$ cat src/rtl/clin_pkg.sv
// clin_pkg: shared constants and types for the clamped linear interpolator
// no dependencies; imported by every clin module
`timescale 1ns / 1ps
`default_nettype none

package clin_pkg;

  // default sample / register width
  localparam int DATA_WIDTH = 16;

  // configuration register indexes
  localparam int REG_INDEX_WIDTH = 2;
  localparam logic [REG_INDEX_WIDTH-1:0] REG_INPUT_LOW   = 2'd0;
  localparam logic [REG_INDEX_WIDTH-1:0] REG_INPUT_HIGH  = 2'd1;
  localparam logic [REG_INDEX_WIDTH-1:0] REG_OUTPUT_LOW  = 2'd2;
  localparam logic [REG_INDEX_WIDTH-1:0] REG_OUTPUT_HIGH = 2'd3;

  // reset value of the two upper end points, cut to the data width
  localparam logic [31:0] RESET_HIGH = 32'd65535;

  // control travelling with each pipeline stage
  typedef struct packed {
    logic valid;  // stage holds a transaction
    logic clamp;  // result is the end point held in base
    logic desc;   // output span is descending
  } clin_ctl_t;

endpackage

`default_nettype wire

$ cat src/rtl/clin_front.sv
// clin_front: clamp decision, differences and span product (two register stages)
// depends on clin_pkg
`timescale 1ns / 1ps
`default_nettype none

module clin_front #(
  parameter int DATA_WIDTH = clin_pkg::DATA_WIDTH
) (
  input  wire logic                      clk,
  input  wire logic                      rst,
  input  wire logic                      en,
  input  wire logic                      in_valid,
  input  wire logic [DATA_WIDTH-1:0]     sample,
  input  wire logic [DATA_WIDTH-1:0]     input_low,
  input  wire logic [DATA_WIDTH-1:0]     input_high,
  input  wire logic [DATA_WIDTH-1:0]     output_low,
  input  wire logic [DATA_WIDTH-1:0]     output_high,
  output clin_pkg::clin_ctl_t            ctl_out,
  output logic      [2*DATA_WIDTH-1:0]   prod_out,
  output logic      [DATA_WIDTH-1:0]     div_out,
  output logic      [DATA_WIDTH-1:0]     base_out
);
  import clin_pkg::*;

  logic                  at_high;
  logic                  at_low;
  logic                  desc_c;
  logic [DATA_WIDTH-1:0] dx_c;
  logic [DATA_WIDTH-1:0] div_c;
  logic [DATA_WIDTH-1:0] mag_c;
  logic [DATA_WIDTH-1:0] base_c;

  // stage a registers
  clin_ctl_t             ctl_a;
  logic [DATA_WIDTH-1:0] dx_a;
  logic [DATA_WIDTH-1:0] mag_a;
  logic [DATA_WIDTH-1:0] div_a;
  logic [DATA_WIDTH-1:0] base_a;

  // stage b registers
  clin_ctl_t             ctl_b;
  logic [2*DATA_WIDTH-1:0] prod_b;
  logic [DATA_WIDTH-1:0] div_b;
  logic [DATA_WIDTH-1:0] base_b;

  // clamp tests, upper end point first, and the differences in parallel
  always_comb begin
    at_high = (sample >= input_high);
    at_low  = (sample <= input_low);
    desc_c  = (output_high < output_low);
    dx_c    = sample - input_low;
    div_c   = input_high - input_low;
    mag_c   = desc_c ? (output_low - output_high) : (output_high - output_low);
    base_c  = at_high ? output_high : output_low;
  end

  // stage a control
  always_ff @(posedge clk) begin
    if (rst) begin
      ctl_a <= '0;
    end else if (en) begin
      ctl_a.valid <= in_valid;
      ctl_a.clamp <= at_high | at_low;
      ctl_a.desc  <= desc_c;
    end
  end

  // stage a payload
  always_ff @(posedge clk) begin
    if (en) begin
      dx_a   <= dx_c;
      mag_a  <= mag_c;
      div_a  <= div_c;
      base_a <= base_c;
    end
  end

  // stage b control
  always_ff @(posedge clk) begin
    if (rst) begin
      ctl_b <= '0;
    end else if (en) begin
      ctl_b <= ctl_a;
    end
  end

  // stage b payload: full width product, no wrap
  always_ff @(posedge clk) begin
    if (en) begin
      prod_b <= (2*DATA_WIDTH)'(dx_a) * (2*DATA_WIDTH)'(mag_a);
      div_b  <= div_a;
      base_b <= base_a;
    end
  end

  assign ctl_out  = ctl_b;
  assign prod_out = prod_b;
  assign div_out  = div_b;
  assign base_out = base_b;

endmodule

`default_nettype wire

$ cat src/rtl/clin_div.sv
// clin_div: pipelined restoring divider, one quotient bit per register stage
// depends on clin_pkg
`timescale 1ns / 1ps
`default_nettype none

module clin_div #(
  parameter int DATA_WIDTH = clin_pkg::DATA_WIDTH
) (
  input  wire logic                      clk,
  input  wire logic                      rst,
  input  wire logic                      en,
  input  wire clin_pkg::clin_ctl_t       ctl_in,
  input  wire logic [2*DATA_WIDTH-1:0]   prod_in,
  input  wire logic [DATA_WIDTH-1:0]     div_in,
  input  wire logic [DATA_WIDTH-1:0]     base_in,
  output clin_pkg::clin_ctl_t            ctl_out,
  output logic      [DATA_WIDTH-1:0]     quot_out,
  output logic      [DATA_WIDTH-1:0]     base_out
);
  import clin_pkg::*;

  // one register set per quotient bit
  clin_ctl_t             ctl_r  [DATA_WIDTH];
  logic [DATA_WIDTH-1:0] rem_r  [DATA_WIDTH];
  logic [DATA_WIDTH-1:0] low_r  [DATA_WIDTH];
  logic [DATA_WIDTH-1:0] quot_r [DATA_WIDTH];
  logic [DATA_WIDTH-1:0] div_r  [DATA_WIDTH];
  logic [DATA_WIDTH-1:0] base_r [DATA_WIDTH];

  for (genvar i = 0; i < DATA_WIDTH; i++) begin : g_step
    clin_ctl_t             ctl_s;
    logic [DATA_WIDTH-1:0] rem_s;
    logic [DATA_WIDTH-1:0] low_s;
    logic [DATA_WIDTH-1:0] quot_s;
    logic [DATA_WIDTH-1:0] div_s;
    logic [DATA_WIDTH-1:0] base_s;
    logic [DATA_WIDTH:0]   trial;
    logic [DATA_WIDTH:0]   diff;

    // first step takes the product: upper half is below the divisor
    if (i == 0) begin : g_first
      assign ctl_s  = ctl_in;
      assign rem_s  = prod_in[2*DATA_WIDTH-1:DATA_WIDTH];
      assign low_s  = prod_in[DATA_WIDTH-1:0];
      assign quot_s = '0;
      assign div_s  = div_in;
      assign base_s = base_in;
    end else begin : g_next
      assign ctl_s  = ctl_r[i-1];
      assign rem_s  = rem_r[i-1];
      assign low_s  = low_r[i-1];
      assign quot_s = quot_r[i-1];
      assign div_s  = div_r[i-1];
      assign base_s = base_r[i-1];
    end

    // shift in the next product bit and try the subtraction
    assign trial = {rem_s, low_s[DATA_WIDTH-1]};
    assign diff  = trial - {1'b0, div_s};

    // control
    always_ff @(posedge clk) begin
      if (rst) begin
        ctl_r[i] <= '0;
      end else if (en) begin
        ctl_r[i] <= ctl_s;
      end
    end

    // payload: keep the difference when it did not borrow
    always_ff @(posedge clk) begin
      if (en) begin
        rem_r[i]  <= diff[DATA_WIDTH] ? trial[DATA_WIDTH-1:0] : diff[DATA_WIDTH-1:0];
        low_r[i]  <= {low_s[DATA_WIDTH-2:0], 1'b0};
        quot_r[i] <= {quot_s[DATA_WIDTH-2:0], ~diff[DATA_WIDTH]};
        div_r[i]  <= div_s;
        base_r[i] <= base_s;
      end
    end
  end

  assign ctl_out  = ctl_r[DATA_WIDTH-1];
  assign quot_out = quot_r[DATA_WIDTH-1];
  assign base_out = base_r[DATA_WIDTH-1];

endmodule

`default_nettype wire

$ cat src/rtl/clamped_linear_interpolator_top.sv
// clamped_linear_interpolator_top: configuration registers, pipeline and output register
// depends on clin_pkg, clin_front, clin_div
`timescale 1ns / 1ps
`default_nettype none

// Clamped linear interpolator. Each sample is mapped to
// output_low + (sample - input_low) * (output_high - output_low) / (input_high - input_low),
// truncated toward zero, or to output_high / output_low when it lies at or beyond an input
// end point. One transaction is accepted per clock while in_ready is high; each passes
// through two front stages (clamp test, then the full width span product), DATA_WIDTH
// stages of the restoring divider (one quotient bit each) and the output register. The
// whole pipeline holds when a result is waiting and out_ready is low, so in_ready follows
// out_ready in that case. Registers are written through cfg_wr_en, cfg_index and cfg_data,
// and should be changed only while no transaction is in flight.

module clamped_linear_interpolator_top #(
  parameter int DATA_WIDTH = clin_pkg::DATA_WIDTH
) (
  input  wire logic                                  clk,
  input  wire logic                                  rst,
  input  wire logic                                  cfg_wr_en,
  input  wire logic [clin_pkg::REG_INDEX_WIDTH-1:0]  cfg_index,
  input  wire logic [DATA_WIDTH-1:0]                 cfg_data,
  input  wire logic                                  in_valid,
  output logic                                       in_ready,
  input  wire logic [DATA_WIDTH-1:0]                 sample,
  output logic                                       out_valid,
  input  wire logic                                  out_ready,
  output logic      [DATA_WIDTH-1:0]                 scaled
);
  import clin_pkg::*;

  logic                  en;
  logic [DATA_WIDTH-1:0] input_low;
  logic [DATA_WIDTH-1:0] input_high;
  logic [DATA_WIDTH-1:0] output_low;
  logic [DATA_WIDTH-1:0] output_high;

  clin_ctl_t               front_ctl;
  logic [2*DATA_WIDTH-1:0] front_prod;
  logic [DATA_WIDTH-1:0]   front_div;
  logic [DATA_WIDTH-1:0]   front_base;

  clin_ctl_t             div_ctl;
  logic [DATA_WIDTH-1:0] div_quot;
  logic [DATA_WIDTH-1:0] div_base;
  logic [DATA_WIDTH-1:0] scaled_next;

  // pipeline advances unless a finished result is held
  assign en       = ~out_valid | out_ready;
  assign in_ready = en;

  // configuration registers
  always_ff @(posedge clk) begin
    if (rst) begin
      input_low   <= '0;
      input_high  <= DATA_WIDTH'(RESET_HIGH);
      output_low  <= '0;
      output_high <= DATA_WIDTH'(RESET_HIGH);
    end else if (cfg_wr_en) begin
      unique case (cfg_index)
        REG_INPUT_LOW:   input_low   <= cfg_data;
        REG_INPUT_HIGH:  input_high  <= cfg_data;
        REG_OUTPUT_LOW:  output_low  <= cfg_data;
        REG_OUTPUT_HIGH: output_high <= cfg_data;
        default: ;
      endcase
    end
  end

  clin_front #(
    .DATA_WIDTH (DATA_WIDTH)
  ) u_front (
    .clk         (clk),
    .rst         (rst),
    .en          (en),
    .in_valid    (in_valid),
    .sample      (sample),
    .input_low   (input_low),
    .input_high  (input_high),
    .output_low  (output_low),
    .output_high (output_high),
    .ctl_out     (front_ctl),
    .prod_out    (front_prod),
    .div_out     (front_div),
    .base_out    (front_base)
  );

  clin_div #(
    .DATA_WIDTH (DATA_WIDTH)
  ) u_div (
    .clk      (clk),
    .rst      (rst),
    .en       (en),
    .ctl_in   (front_ctl),
    .prod_in  (front_prod),
    .div_in   (front_div),
    .base_in  (front_base),
    .ctl_out  (div_ctl),
    .quot_out (div_quot),
    .base_out (div_base)
  );

  // apply the quotient to output_low, or pass the clamped end point
  always_comb begin
    if (div_ctl.clamp) begin
      scaled_next = div_base;
    end else if (div_ctl.desc) begin
      scaled_next = div_base - div_quot;
    end else begin
      scaled_next = div_base + div_quot;
    end
  end

  // output register control
  always_ff @(posedge clk) begin
    if (rst) begin
      out_valid <= 1'b0;
    end else if (en) begin
      out_valid <= div_ctl.valid;
    end
  end

  // output register payload
  always_ff @(posedge clk) begin
    if (en) begin
      scaled <= scaled_next;
    end
  end

endmodule

`default_nettype wire
$ cat config.mk
export PLATFORM = sky130hd
export DESIGN_NAME = clamped_linear_interpolator_top
export DESIGN_NICKNAME = d
export VERILOG_FILES = /design/src/rtl/clin_pkg.sv /design/src/rtl/clin_front.sv /design/src/rtl/clin_div.sv /design/src/rtl/clamped_linear_interpolator_top.sv
export SDC_FILE = /design/constraint.sdc
export NUM_CORES = 2
export LEC_CHECK = 0
export BUFFER_PORTS_ARGS = -buffer_cell sky130_fd_sc_hd__buf_2
export CORE_MARGIN = 2
export CORE_UTILIZATION = 30
export DETAILED_ROUTE_END_ITERATION = 8
export MAX_ROUTING_LAYER = met4
export PLACE_DENSITY = 0.43
export RECOVER_POWER = 25
export SLEW_MARGIN = 20
export SYNTH_ARGS = -nofsm -noshare
export SYNTH_HDL_FRONTEND = slang
export SYNTH_SLANG_ARGS = --single-unit
$ cat constraint.sdc
create_clock -name clk -period 162 [get_ports clk]
set_input_delay 32.4 -clock clk [delete_from_list [all_inputs] [get_ports clk]]
set_output_delay 32.4 -clock clk [all_outputs]
set_load 0.02 [all_outputs]
-- After elaboration in Yosys (flattened, before gate mapping)
Memories as Yosys holds them, arrays and structs flattened.
Cells that the tools add are included.
- word-level logic and storage cells: 136
- bits in writable memories: 1312
- memories: 6
- memory bits (read-only): 0
- latch bits: 0
- output and inout bits: 18
- input port bits: 39
- register bits: 215
- memory list (memory ; words ; width ; read ports ; clocked after memory_dff ; write ports ; RTL line ; text):
    u_div.base_r ; 16 ; 16 ; 16 ; 0 ; 16 ; clin_div.sv:28 ; logic [DATA_WIDTH-1:0] base_r [DATA_WIDTH];
    u_div.div_r ; 16 ; 16 ; 15 ; 0 ; 16 ; clin_div.sv:27 ; logic [DATA_WIDTH-1:0] div_r [DATA_WIDTH];
    u_div.quot_r ; 16 ; 16 ; 16 ; 0 ; 16 ; clin_div.sv:26 ; logic [DATA_WIDTH-1:0] quot_r [DATA_WIDTH];
    u_div.rem_r ; 16 ; 16 ; 15 ; 0 ; 16 ; clin_div.sv:24 ; logic [DATA_WIDTH-1:0] rem_r [DATA_WIDTH];
    u_div.low_r ; 16 ; 15 ; 15 ; 0 ; 16 ; clin_div.sv:25 ; logic [DATA_WIDTH-1:0] low_r [DATA_WIDTH];
    u_div.ctl_r ; 16 ; 3 ; 16 ; 0 ; 16 ; clin_div.sv:23 ; clin_ctl_t ctl_r [DATA_WIDTH];
- order comparisons: 3
- add/subtract/negate cells: 22
- muxes and demuxes: 42
- $mul: 1
- shifts and indexed selects: 0
- reduce and logical (&&, ||, !) cells: 5
- bitwise gates (word level): 35
- divide/modulo/power cells: 0
- equality and inequality tests: 3
- operator list (operator ; count):
    $mux 16 ; 20
    $sub 17x16->17 ; 16
    $sub 16x16->16 ; 5
    $mux 3 ; 16
    $mul 16x16->32 ; 1
    $or 1x1->1 ; 18
    $not 1->1 ; 17
    $add 16x16->16 ; 1
    $ge 16x16->1 ; 1
    $le 16x16->1 ; 1
    $lt 16x16->1 ; 1
    $reduce_and 2->1 ; 4
    $mux 1 ; 6
    $eq 2x2->1 const B ; 2
    $eq 2x1->1 const B ; 1
    $logic_not 2->1 ; 1

-- Longest topological paths before layout
- depth after elaboration: 6
- gate-level depth with buffers: 23
- depth with buffers taken out: 22

-- By module
From an unflattened synthesis, not the netlist that was laid out.
- cells, all modules: 5396
- area total of the unflattened synthesis: 67568.6 µm²
- by module, submodules not included (module ; sequential area each (µm²) ; area an instance (µm²) ; cells each ; instances):
    clin_div ; 31230.0 ; 47598.2 ; 3317 ; 1
    clin_front ; 3963.8 ; 15932.8 ; 1595 ; 1
    clamped_linear_interpolator_top ; 1781.7 ; 4037.6 ; 484 ; 1

-- Worst setup path before layout
OpenSTA, ideal clock, no wires.
- kind: input -> output
- from: input port out_ready
- to: output port in_ready
- stages on the path: 3
- arrival: 63312 ps
- required time: 129600 ps
- setup slack: 66288 ps
- buffers on the path: 1
- path through: nor2b_1 > inv_1 > buf_1
- longest elaborated chain between the ends: 1
- ends and longest elaborated chain (what ; RTL line ; text):
    start: declaration ; clamped_linear_interpolator_top.sv:28 ; input wire logic out_ready,
    $or 1x1->1 ; clamped_linear_interpolator_top.sv:50 ; assign en = ~out_valid | out_ready;
    end: declaration ; clamped_linear_interpolator_top.sv:25 ; output logic in_ready,
Every way passes these cells.

-- Worst setup path after layout
Ends and elaborated chain as after synthesis.

==> impl_metrics.csv <==
group,metric,value,unit
yosys,syn_inst,5163,
sta,slew_headroom,26.7,%
drt,firstDrtPassIters,5,
floorplan,die_h,474,um
yosys,synth_edf_count,1184,
cts,clockRootBuffer,"clkbuf_16",
cts,clockBufferDepth,3,
sta,fin_crit,65760,ps
critical_path,r2r_slack,154850,ps
yosys,ys_seq_area_share,55.8,%
cts,cts_hold_buf,0,
sta,setup_ws,96240,ps
status,status,"finished, final reports clean",
yosys,synth_area,0.0662,mm^2
worst_hold_path,hp-start,"u_div.quot_r[1][91]",
yosys,synth_cell_types,79,
cts,postCtsSetupRepairBufs,0,
placed_design,dp_slack,96230,ps
yosys,synth_area_leaders,"edfxtp_1 54%, ha_1 8.6%, fa_1 6.5%, inv_1 3.5%, mux2_2 3.2%",
worst_hold_path,min_path_cells,0,
placed_design,port_buffers,56,
sta,tightestPinTransition,1100,ps
floorplan,rows,172,
sta,min_period_over_period,40.6,%
sta,maxSlewViolCount,0,
cts,clock_latency,770,ps
grt,grt_max_degree,189,
grt,grt_pass1_vias,39000,
critical_path,worst-endpoint-required,129600,ps
yosys,synthesis.nets,5869,
critical_path,crit_arrival,33360,ps
critical_path,reg2reg_to,"u_front.prod_out[27]",
yosys,synth_flop_cell,"edfxtp_1",
drt,ant_nets,0,
grt,grt_pass1_wl,221,mm
final_layout,syn2layout_area_growth,12.9,%
critical_path,endpoint_kind,"output port",
yosys,ys_async_sr_fraction,0,%
cts,clk_pin_slew,60,ps
sta,fin_skew,24.6,ps
sta,hold_viol_final,0,
critical_path,criticalPathCategory,"input pin to output port",
grt,grt_overflow_total,0,
floorplan,die-area,0.224,mm^2
drt,drt_wl_total,141,mm
drt,viasPerCell,4.57,
cts,ctsHtreeMaxLevel,4,
yosys,avgSynthCellArea,12.8,um^2
drt,vias,37800,
floorplan,io_pins,57,
critical_path,critPathLaunchType,"input pin",
floorplan,start_util,30.2,%
critical_path,crit_fanout,41,
floorplan,die_width,474,um
floorplan,core,0.220,mm^2
sta,max_freq,15.2,MHz
grt,antenna_found_initial,2,
placed_design,gp_congestion,0.817,
final_layout,layout_commonest_cell,"edfxtp_1",
cts,cts_resized,0,
yosys,synth_top_area_cell,"edfxtp_1",
sta,setup-violations-final,0,
final_layout,final_core_util,34.0,%
critical_path,worst-r2r-cell-count,19,
cts,numCtsBuffers,142,
final_layout,final.fill_count,21600,
yosys,synth-seq-cells,1255,
cts,cts_tree,"done",
critical_path,timing.rr.start,"u_front.dx_a[10]",
drt,wl_per_cell,17.0,um
drt,drc,0,
yosys,yosys_warnings,0,
grt,grt_usage,13.0,%
final_layout,layout.nets,6001,
job,cap_viol_max_count,0,
final_layout,layout_common_cells,"1184 x edfxtp_1, 617 x inv_1, 453 x ha_1, 350 x nand2_1, 278 x a21oi_1",
final_layout,drive_gt1_share,10.9,%
placed_design,dp_hpwl,102,mm
worst_hold_path,hp-class,"flop to flop",
worst_hold_path,whs_endpoint,"u_div.quot_r[1][108]",
yosys,yosysTopAreaCellShare,53.7,%
sta,rsz0062_at_grt,"no",
sta,setup_tns,0,ps
cts,clock_sinks,1255,
drt,drtIter0Drc,2017,
==> metrics by stage <==
stage,hold slack [ps],area (um^2),instances
after floorplan,400,66200,5163
after global placement,401,70000,8022
after CTS,389,74700,8282
after global routing,400,74700,8286
final,394,74700,8287
after detailed placement,405,70000,8022
==> cell usage after synthesis (16+ instances only) <==
master,n
a211o_1,38
a21o_1,86
a21oi_1,278
a31oi_1,22
and2_1,129
and3_1,68
buf_2,16
clkbuf_1,91
dfxtp_1,71
edfxtp_1,1184
fa_1,214
ha_1,453
inv_1,619
mux2_2,188
mux2_4,18
mux2i_1,41
nand2_1,351
nand2b_1,55
nand3_1,68
nor2_1,232
nor2b_1,53
nor3_1,55
o21a_1,75
o21ai_0,181
o31a_1,31
o31ai_1,20
or3_1,40
xnor2_1,199
xor2_1,61
==> cell families after synthesis <==
kind of cell,Yosys count,synth area share [%]
muxes,249,4.28
buffers and inverters,732,4.23
xor gates and xnor gates,275,3.81
AOI/OAI and AO/OA,868,8.57
and+or+nand+nor,1117,8.24
adders and majority gates,667,15.0
DFF,1255,55.8
==> final cells by class <==
type / count / area (um^2) / area share (%)
multi-input cells: 3176 / 26500 / 35.4
clock buffers: 173 / 3790 / 5.07
clock inverters: 87 / 891 / 1.19
diodes: 5 / 12.5 / 0.0167
well taps: 2871 / 3590 / 4.81
inverters: 619 / 2330 / 3.12
repair buffers: 101 / 668 / 0.894
flip-flops and latches: 1255 / 37000 / 49.5
==> worst max path at each step <==
stage,start,to,slack [ps]
4_1_cts,out_ready,in_ready,96230
5_1_grt,out_ready,in_ready,96180
6_report,out_ready,in_ready,96240
2_1_floorplan,out_ready,in_ready,66290
3_3_place_gp,out_ready,in_ready,96220
3_5_place_dp,out_ready,in_ready,96230
==> routing by layer <==
metal,track usage [%],wire (um),vias to the layer above
met1,14.8,59300,18400
met3,2.17,4330,233
met5,-,0,-
met4,5.33,5520,0
li1,-,-,18700
met2,22.5,71400,508
==> state kept, by name, summed over array words and instances, names as in the netlist, 32 cells and up <==
name and cells:
u_front.prod_out 32, u_div.quot_r 136, u_div.div_r 240, u_div.low_r 120, u_div.rem_r 240, u_div.ctl_r 48
u_div.base_r 256
==> worst max-delay path: stages <==
cell and delay [ps]:
buf_2 90, nor2b_1 100, buf_4 270, inv_8 150
buf_2 250
Power is left out: the tool's default activity adds up to more than one toggle a clock period on the data nets, which glitch-free logic cannot reach.
